===== config.mk =====
export PLATFORM = sky130hd
export DESIGN_NAME = camera_pixel_to_rgb888_top
export DESIGN_NICKNAME = d
export VERILOG_FILES = /design/src/cptr_pkg.sv /design/src/cptr_convert.sv /design/src/camera_pixel_to_rgb888_top.sv
export SDC_FILE = /design/constraint.sdc
export NUM_CORES = 1
export LEC_CHECK = 0
export BUFFER_PORTS_ARGS = -buffer_cell sky130_fd_sc_hd__buf_2
export CELL_PAD_IN_SITES_DETAIL_PLACEMENT = 0
export CELL_PAD_IN_SITES_GLOBAL_PLACEMENT = 2
export CORE_MARGIN = 1.5
export CORE_UTILIZATION = 40
export CTS_CLUSTER_SIZE = 12
export DETAILED_ROUTE_END_ITERATION = 6
export MAX_ROUTING_LAYER = met4
export PLACE_DENSITY = 0.89
export REMOVE_ABC_BUFFERS = 1
export SLEW_MARGIN = 20
export SYNTH_ARGS = -nofsm -noshare
export SYNTH_HDL_FRONTEND = slang
export SYNTH_HIERARCHICAL = 1
export SYNTH_SLANG_ARGS = --single-unit
export TNS_END_PERCENT = 100

===== constraint.sdc =====
create_clock -name clock -period 9.1 [get_ports clock]
set_clock_uncertainty 0.1 [all_clocks]
set_input_delay 1.365 -clock clock [delete_from_list [all_inputs] [get_ports clock]]
set_output_delay 1.365 -clock clock [all_outputs]
set_load 0.02 [all_outputs]

===== src/cptr_pkg.sv =====
// cptr_pkg: shared types and constants of the camera pixel to rgb888 converter
// payload structs of both channels, format codes, bt.601 coefficients
// no dependencies
`timescale 1ns / 1ps
`default_nettype none

package cptr_pkg;

   // input transaction: one pixel read
   typedef struct packed {
      logic [7:0] byte0;
      logic [7:0] byte1;
      logic [7:0] byte2;
      logic [7:0] byte3;
      logic       odd_column;
   } pixel_in_type;

   // result transaction: one rgb888 pixel
   typedef struct packed {
      logic [7:0] red;
      logic [7:0] green;
      logic [7:0] blue;
   } pixel_out_type;

   // pixel_format codes
   localparam logic FMT_RGB888  = 1'b0;
   localparam logic FMT_UYVY422 = 1'b1;

   // width of the signed channel sums, covers the full coefficient range
   localparam int SUM_W = 20;

   localparam logic [7:0]               LUMA_BLACK = 8'd16;
   localparam logic signed [8:0]        CHROMA_MID = 9'sd128;
   localparam logic signed [SUM_W-1:0]  COEF_LUMA  = 20'sd298;
   localparam logic signed [SUM_W-1:0]  COEF_R_V   = 20'sd409;
   localparam logic signed [SUM_W-1:0]  COEF_G_U   = 20'sd100;
   localparam logic signed [SUM_W-1:0]  COEF_G_V   = 20'sd208;
   localparam logic signed [SUM_W-1:0]  COEF_B_U   = 20'sd516;
   localparam logic signed [SUM_W-1:0]  ROUND_BIAS = 20'sd128;
   localparam int                       FRAC_BITS  = 8;
   localparam logic [7:0]               CHAN_MAX   = 8'd255;

   // floor shift by FRAC_BITS, then clamp to 0..CHAN_MAX
   function automatic logic [7:0] sat_channel(input logic signed [SUM_W-1:0] sum);
      logic [7:0] res;
      if (sum[SUM_W-1]) begin
         res = 8'd0;
      end else if (|sum[SUM_W-2:FRAC_BITS+8]) begin
         res = CHAN_MAX;
      end else begin
         res = sum[FRAC_BITS+7:FRAC_BITS];
      end
      return res;
   endfunction

endpackage

`default_nettype wire


===== src/cptr_convert.sv =====
// cptr_convert: combinational pixel conversion, rgb888 pass-through or
// bt.601 limited-range ycbcr to rgb; depends on cptr_pkg
`timescale 1ns / 1ps
`default_nettype none

module cptr_convert (
   input  wire logic                    pixel_format,
   input  wire cptr_pkg::pixel_in_type  pix_in,
   output cptr_pkg::pixel_out_type      pix_out
);

   logic [7:0]                         y_sel;
   logic [7:0]                         luma;
   logic signed [8:0]                  u;
   logic signed [8:0]                  v;
   logic signed [cptr_pkg::SUM_W-1:0]  luma_x;
   logic signed [cptr_pkg::SUM_W-1:0]  u_x;
   logic signed [cptr_pkg::SUM_W-1:0]  v_x;
   logic signed [cptr_pkg::SUM_W-1:0]  base;
   logic signed [cptr_pkg::SUM_W-1:0]  sum_r;
   logic signed [cptr_pkg::SUM_W-1:0]  sum_g;
   logic signed [cptr_pkg::SUM_W-1:0]  sum_b;

   always_comb begin
      y_sel = pix_in.odd_column ? pix_in.byte3 : pix_in.byte1;
      // black level floor
      luma  = (y_sel >= cptr_pkg::LUMA_BLACK) ? (y_sel - cptr_pkg::LUMA_BLACK) : 8'd0;
      u     = $signed({1'b0, pix_in.byte0}) - cptr_pkg::CHROMA_MID;
      v     = $signed({1'b0, pix_in.byte2}) - cptr_pkg::CHROMA_MID;

      luma_x = $signed({{(cptr_pkg::SUM_W-8){1'b0}}, luma});
      u_x    = $signed({{(cptr_pkg::SUM_W-9){u[8]}}, u});
      v_x    = $signed({{(cptr_pkg::SUM_W-9){v[8]}}, v});

      base  = luma_x * cptr_pkg::COEF_LUMA + cptr_pkg::ROUND_BIAS;
      sum_r = base + v_x * cptr_pkg::COEF_R_V;
      sum_g = base - u_x * cptr_pkg::COEF_G_U - v_x * cptr_pkg::COEF_G_V;
      sum_b = base + u_x * cptr_pkg::COEF_B_U;

      if (pixel_format == cptr_pkg::FMT_RGB888) begin
         pix_out.red   = pix_in.byte0;
         pix_out.green = pix_in.byte1;
         pix_out.blue  = pix_in.byte2;
      end else begin
         pix_out.red   = cptr_pkg::sat_channel(sum_r);
         pix_out.green = cptr_pkg::sat_channel(sum_g);
         pix_out.blue  = cptr_pkg::sat_channel(sum_b);
      end
   end

endmodule

`default_nettype wire


===== src/camera_pixel_to_rgb888_top.sv =====
// camera_pixel_to_rgb888_top: top level of the camera pixel to rgb888 converter
// input register, pixel_format register and result register around cptr_convert;
// depends on cptr_pkg and cptr_convert
`timescale 1ns / 1ps
`default_nettype none

// channel   ports                        payload           handshake
// req       req_valid req_stall req_data pixel_in_type     valid & !stall
// rsp       rsp_valid rsp_stall rsp_data pixel_out_type    valid & !stall
// csr       csr_valid csr_ready csr_data pixel_format bit  valid & ready
//
// one transaction per clock sustained while rsp is not stalled; each pixel passes from
// acceptance to result through the input register and then the result register.
// the conversion is a single combinational pass of constant multiply-adds.
// synchronous active-high reset empties both stages and sets rgb888 format.
// a stalled result holds in the result register while the input register still
// fills; req_stall rises only when both stages hold a transaction and rsp is stalled.

module camera_pixel_to_rgb888_top (
   input  wire logic                    clock,
   input  wire logic                    reset,

   input  wire logic                    req_valid,
   output logic                         req_stall,
   input  wire cptr_pkg::pixel_in_type  req_data,

   output logic                         rsp_valid,
   input  wire logic                    rsp_stall,
   output cptr_pkg::pixel_out_type      rsp_data,

   input  wire logic                    csr_valid,
   output logic                         csr_ready,
   input  wire logic                    csr_data
);

   // configuration register
   logic                       format_ff;
   logic                       format_in;

   // input stage
   logic                       in_valid_ff;
   logic                       in_valid_in;
   cptr_pkg::pixel_in_type     in_data_ff;

   // result stage
   logic                       out_valid_ff;
   logic                       out_valid_in;
   cptr_pkg::pixel_out_type    out_data_ff;

   cptr_pkg::pixel_out_type    conv_out;
   logic                       out_advance;
   logic                       in_advance;

   // csr writes always land at once
   assign csr_ready = 1'b1;
   assign format_in = (csr_valid && csr_ready) ? csr_data : format_ff;

   // result register loads when empty or being taken this cycle
   assign out_advance = !out_valid_ff || !rsp_stall;
   // input register loads when empty or its contents move forward
   assign in_advance  = !in_valid_ff || out_advance;

   assign req_stall    = !in_advance;
   assign in_valid_in  = in_advance ? req_valid : in_valid_ff;
   assign out_valid_in = out_advance ? in_valid_ff : out_valid_ff;

   cptr_convert u_convert (
      .pixel_format (format_ff),
      .pix_in       (in_data_ff),
      .pix_out      (conv_out)
   );

   always_ff @(posedge clock) begin
      if (reset) begin
         format_ff    <= cptr_pkg::FMT_RGB888;
         in_valid_ff  <= 1'b0;
         out_valid_ff <= 1'b0;
      end else begin
         format_ff    <= format_in;
         in_valid_ff  <= in_valid_in;
         out_valid_ff <= out_valid_in;
      end
   end

   // payload registers, no reset needed
   always_ff @(posedge clock) begin
      if (in_advance && req_valid) begin
         in_data_ff <= req_data;
      end
      if (out_advance && in_valid_ff) begin
         out_data_ff <= conv_out;
      end
   end

   assign rsp_valid = out_valid_ff;
   assign rsp_data  = out_data_ff;

endmodule

`default_nettype wire

==> results of run 1 <==
## stage by stage
| step | cell area [um2] | cells | hold slack (ps) | util (%) |
|---|---|---|---|---|
| 2_1_floorplan | 9080 | 955 | 372 | - |
| 3_3_place_gp | 9810 | 1310 | 397 | 43.6 |
| 3_5_place_dp | 9810 | 1310 | 405 | 43.6 |
| 4_1_cts | 10100 | 1326 | 411 | 45.0 |
| 5_1_grt | 10100 | 1326 | 451 | 45.0 |
| 6_report | 10100 | 1326 | 409 | 45.0 |
## worst paths after layout
| check | endpoint | cells past startpoint |
|---|---|---|
| max reg2reg | rsp_data[23] | 30 |
| max | rsp_data[23] | 30 |
| min reg2reg | in_valid_ff | 2 |
| min | in_valid_ff | 2 |
## area by class of cell
type	count	share of cell area, %
clock buffer	9	2.22
inverter	186	6.89
multi-input combinational	709	65.3
tap	285	3.52
clock inverter	7	0.988
sequential	60	17.5
timing repair buffer	70	3.60
## synthesized netlist by cell type (all sizes together) (10+ instances only)
| cell type | number |
|---|---|
| a21o | 19 |
| o21ai | 34 |
| mux2i | 10 |
| nand3 | 17 |
| nor2 | 58 |
| a21oi | 52 |
| nor3 | 21 |
| fa | 59 |
| xnor2 | 41 |
| edfxtp | 57 |
| nand2 | 35 |
| inv | 186 |
| nand2b | 10 |
| ha | 195 |
| xor2 | 15 |
| and3 | 12 |
## per-layer routing
layer | share of wire, % | wire [um] | vias to the layer above
met5 | 0 | 0 | -
met4 | 2.0 | 449 | 0
met3 | 3.2 | 725 | 29
met2 | 47 | 10500 | 138
met1 | 48 | 10700 | 3242
li1 | - | - | 3490
## flip-flops by register name (all words and copies together) (netlist names)
signal       cells
format_ff        1
rsp_data        24
rsp_valid        1
in_data_ff      33
in_valid_ff      1
## logic make-up after synthesis
kind of cell / count (synthesis) / share of synthesized area [%]
fa+ha+maj: 254 / 39.7
simple gates: 196 / 11.0
buf+inv: 192 / 8.15
compound gates: 191 / 14.3
flops: 60 / 19.4
xor+xnor: 57 / 5.95
mux: 10 / 1.41
other cells: 1 / 0.0411
## worst register-to-register path, delay by kind of cell, from the launching register on
family	cells	cell delay, ps
fa+ha+maj	10	3970
compound gates	11	1910
mux	1	360
simple gates	3	810
xor+xnor	1	460
flops	1	440
buf+inv	4	180
==> results.json, run 1 <==
{
  "synth_top_area_share_pct": 26.7,
  "slowest_stage": "fa_1",
  "first_pass_iters": 5,
  "area_growth_pct": 11.1,
  "worst_path_most_repeated_cell": "ha_1",
  "cts_tree": "yes",
  "crit_family": "adder cells",
  "yosysWarnings": 6,
  "fin_nets": 1329,
  "end_kind": "flip-flop",
  "use_met1_pct": 26.8,
  "met3_usage_pct": 2.68,
  "clk_pin_slew_worst_paths_ps": 60,
  "post-route-period-util_pct": 93.3,
  "arrival_ps": 8460,
  "postCtsSetupRepairBufs": 0,
  "rsz0062_at_grt": "false",
  "ctsHoldBuffers": 0,
  "grt_pass1_vias": 7040,
  "grt_pass1_wl_mm": 36.8,
  "grtUsageMet2_pct": 34.6,
  "synthArstFlopShare_pct": 0,
  "post-place-ws_ps": 640,
  "route.detailed.drc": 0,
  "max_freq_mhz": 118,
  "register_area_mm2": 0.00177,
  "antenna_found_initial": 0,
  "chipHeight_um": 154,
  "routedWlPerCell_um": 16.9,
  "slowest_delay_ps": 540,
  "finalSetupViolCount": 0,
  "cap_violations": 0,
  "cts.sinks": 60,
  "yosysTopAreaCell": "ha_1",
  "top_usage_layer": "met2",
  "drt-total-wl_mm": 22.5,
  "final_hold_viol_count": 0,
  "cts_buffers": 9,
  "synthDistinctLibCells": 73,
  "syn_area_per_cell_um2": 9.49,
  "coreArea_mm2": 0.0225,
  "clock_latency_ps": 340,
  "synth_edf_count": 57,
  "cts_buffer_depth": 2,
  "tightest_slew_ps": 1090,
  "r2r-start": "in_data_ff[0]",
  "start_util_pct": 40.5,
  "grt_usage_pct": 20.8,
  "die-area_mm2": 0.0237,
  "num_vias": 6899,
  "maxSlewViolCount": 0,
  "placementRows": 55,
  "cp_max_fo": 8,
  "die_w_um": 154,
  "yosysSeqAreaShare_pct": 19.4,
  "post-route-min-period_ps": 8490,
  "synth_cells": 961,
  "antennaDiodeCount": 0,
  "cts_resized": 0,
  "ant_nets": 0,
  "final_layout_size_suffix_gt1_share_pct": 10.1,
  "io_pins": 66,
  "drtIter0Drc": 311,
  "timing.final.ws_setup_ps": 605,
  "path_buf_inv": 4,
  "ys_ff_latch": 60,
  "worstSetupPathType": "flip-flop to flip-flop",
  "relSlewSlack_pct": 27.2,
  "grt_max_degree": 34,
  "gp_congestion": 0.863,
  "crit_path_start": "in_data_ff[0]",
  "layout_common_cells": "ha_1, inv_1, buf_2, fa_1, edfxtp_1",
  "r2r_slack_ps": 610,
  "min-delay-path-class": "flip-flop to flip-flop",
  "nFillCells": 2175,
  "layout.cells.most_common": "ha_1",
  "viasPerCell": 5.20,
  "io_buffers": 64,
  "multi_input_area_mm2": 0.00662,
  "finalSetupTns_ps": 0,
  "htreeDepth": 3,
  "gr-total-overflow": 0,
  "clockRootBuffer": "clkbuf_16",
  "synth_flop_cell": "edfxtp_1",
  "status": "finished, final reports clean",
  "synthTopCellsByArea": "ha_1, edfxtp_1, fa_1",
  "synth_area_mm2": 0.00912,
  "crit_path_start_kind": "flip-flop",
  "crit_required_ps": 9060,
  "worstHoldStart": "in_valid_ff",
  "hpwl_mm": 18.9
}
Power of run 1 is not shown: default switching activity piles up to over one toggle a cycle in this logic, so the estimate is an artifact.
==> run 2, diff against run 1 <==
--- a/config.mk
+++ b/config.mk
@@ -5,15 +5,16 @@
 export SDC_FILE = /design/constraint.sdc
 export NUM_CORES = 1
 export LEC_CHECK = 0
+export ABC_AREA = 1
 export BUFFER_PORTS_ARGS = -buffer_cell sky130_fd_sc_hd__buf_2
 export CELL_PAD_IN_SITES_DETAIL_PLACEMENT = 0
 export CELL_PAD_IN_SITES_GLOBAL_PLACEMENT = 2
 export CORE_MARGIN = 1.5
-export CORE_UTILIZATION = 40
+export CORE_UTILIZATION = 38
 export CTS_CLUSTER_SIZE = 12
 export DETAILED_ROUTE_END_ITERATION = 6
 export MAX_ROUTING_LAYER = met4
-export PLACE_DENSITY = 0.89
+export PLACE_DENSITY = 0.9
 export REMOVE_ABC_BUFFERS = 1
 export SLEW_MARGIN = 20
 export SYNTH_ARGS = -nofsm -noshare
==> run 2 against run 1 <==
Net effect:
- first-iteration DRC count rose by 61%
- global-route usage up 0.98 points
- sequential share of layout area is 1.1 points lower
- critical path type unchanged
==> results.json, run 2 <==
{
  "gp_congestion": 0.927,
  "synth_cells": 1236,
  "max_freq_mhz": 118,
  "die_w_um": 163,
  "layout_common_cells": "nand2_1, inv_1, ha_1, a21oi_1, buf_2",
  "status": "finished, final reports clean",
  "crit_path_start_kind": "flip-flop",
  "r2r-start": "in_data_ff[0]",
  "grt_pass1_wl_mm": 42.6,
  "clock_latency_ps": 350,
  "worstHoldStart": "in_valid_ff",
  "cts_buffers": 9,
  "gr-total-overflow": 0,
  "finalSetupViolCount": 0,
  "r2r_slack_ps": 590,
  "num_vias": 8059,
  "yosysTopAreaCell": "ha_1",
  "relSlewSlack_pct": 37.5,
  "arrival_ps": 8500,
  "synth_flop_cell": "edfxtp_1",
  "worst_path_most_repeated_cell": "nand2_1",
  "synthArstFlopShare_pct": 0,
  "grt_pass1_vias": 7831,
  "ant_nets": 0,
  "slowest_stage": "fa_1",
  "htreeDepth": 3,
  "layout.cells.most_common": "nand2_1",
  "cts.sinks": 60,
  "nFillCells": 2583,
  "hold_ws_ps": 396,
  "final_cell_area_mm2": 0.0108,
  "crit_required_ps": 9100,
  "io_pins": 66,
  "maxSlewViolCount": 0,
  "io_buffers": 64,
  "holdPathStages": 2,
  "post-route-min-period_ps": 8510,
  "yosysWarnings": 6,
  "synth_common_cells": "nand2_1, inv_1, ha_1",
  "ys_ff_latch": 60,
  "worstSetupPathType": "flip-flop to flip-flop",
  "rsz0062_at_grt": "false",
  "placed_cell_area_mm2": 0.0105,
  "yosysSeqAreaShare_pct": 18.2,
  "grt_max_degree": 25,
  "synth_top_area_share_pct": 25.0,
  "slowest_delay_ps": 560,
  "ctsHoldBuffers": 0,
  "drtIter0Drc": 501,
  "synth_edf_count": 57,
  "finalSetupTns_ps": 0,
  "route.detailed.drc": 0,
  "routedWlPerCell_um": 16.3,
  "coreArea_mm2": 0.0252,
  "cts_tree": "yes",
  "post-route-period-util_pct": 93.5,
  "viasPerCell": 4.89,
  "grt_usage_pct": 21.7,
  "regMostFlops": "in_data_ff",
  "final_layout_size_suffix_gt1_share_pct": 9.49,
  "antenna_found_initial": 0,
  "placementRows": 58,
  "end_kind": "flip-flop",
  "dp_cells": 1628,
  "synthDistinctLibCells": 45,
  "fin_nets": 1605,
  "clk_pin_slew_worst_paths_ps": 60,
  "drt-total-wl_mm": 26.9,
  "synthTopCellsByArea": "ha_1, edfxtp_1, fa_1",
  "largest_register_ffs": 33,
  "final_cells": 1647,
  "synth_area_mm2": 0.00975,
  "area_growth_pct": 11.0,
  "cp_max_fo": 9,
  "syn_area_per_cell_um2": 7.89,
  "min-delay-path-class": "flip-flop to flip-flop",
  "hpwl_mm": 23.0,
  "die-area_mm2": 0.0266,
  "cap_violations": 0,
  "min_to": "in_valid_ff",
  "reg2reg_depth": 41,
  "reg2reg_to": "rsp_data[23]",
  "antennaDiodeCount": 0,
  "first_pass_iters": 5,
  "tightest_slew_ps": 937,
  "chipHeight_um": 163,
  "final_hold_viol_count": 0,
  "synth_most_common_cell": "nand2_1",
  "cts_buffer_depth": 2,
  "start_util_pct": 38.7,
  "clockRootBuffer": "clkbuf_16"
}
-- run 2: cell count changes after synthesis, moves of 13 or more --
cell	previous run	this run
a21oi_1	50	73
nand2_1	35	273
inv_1	186	260
xor2_1	15	34
a21o_1	19	4
nand3b_1	1	16
nand3_1	15	52
xnor2_1	37	19
nand4_1	4	17
-- run 2: worst max path at each step --
stage	start	endpoint	slack [ps]	cells past startpoint
2_1_floorplan	in_data_ff[0]	rsp_data[16]	1520	42
3_3_place_gp	in_data_ff[0]	rsp_data[23]	660	42
3_5_place_dp	in_data_ff[0]	rsp_data[23]	470	40
4_1_cts	in_data_ff[0]	rsp_data[23]	440	40
5_1_grt	in_data_ff[0]	rsp_data[23]	20	43
6_report	in_data_ff[0]	rsp_data[23]	590	41
-- run 2: per-layer routing --
metal	track usage [%]	vias to the layer above	routed length, um
met3	2.11	24	905
li1	-	4132	-
met2	34.1	144	12300
met5	-	-	0
met1	29.9	3759	13300
met4	5.80	0	471
-- run 2: area by class of cell --
class,instances,area [um2],area share [%]
Inverter,266,1010,9.31
Clock buffer,9,225,2.08
Clock inverter,7,76.3,0.705
Tap cell,330,413,3.82
Sequential cell,60,1770,16.4
Timing Repair Buffer,69,358,3.31
Multi-Input combinational cell,906,6970,64.4
-- run 2: logic make-up after synthesis --
logic type | share of synthesized area (%)
and+or+nand+nor | 20.4
buffers and inverters | 10.6
adders and majority gates | 37.2
AOI/OAI and AO/OA | 8.10
DFF | 18.2
xor gates and xnor gates | 5.60
other | 0.0385
-- run 2: repair_timing --
action | 4_1_cts | 5_1_grt
setup endpoints to repair | 0 | 12
resized for setup | 0 | 9
buffers inserted | 0 | 3
-- run 2: through the flow --
stage          util [%]  setup WS, ps
2_1_floorplan         -          1520
3_3_place_gp       41.6           655
3_5_place_dp       41.6           475
4_1_cts            42.8           437
5_1_grt            43.0          24.6
6_report           43.0           594
-- run 2: worst max-delay path: cells and delay by family (launching register included) --
kind / cells / cell delay (ps)
AO/OA/AOI/OAI: 1 / 80
adder cells (fa/ha/maj): 10 / 3780
buffers and inverters: 10 / 1090
flip-flops: 1 / 520
AND/OR/NAND/NOR: 18 / 2200
XOR/XNOR: 2 / 460
Power of run 2 is left out for the same reason.
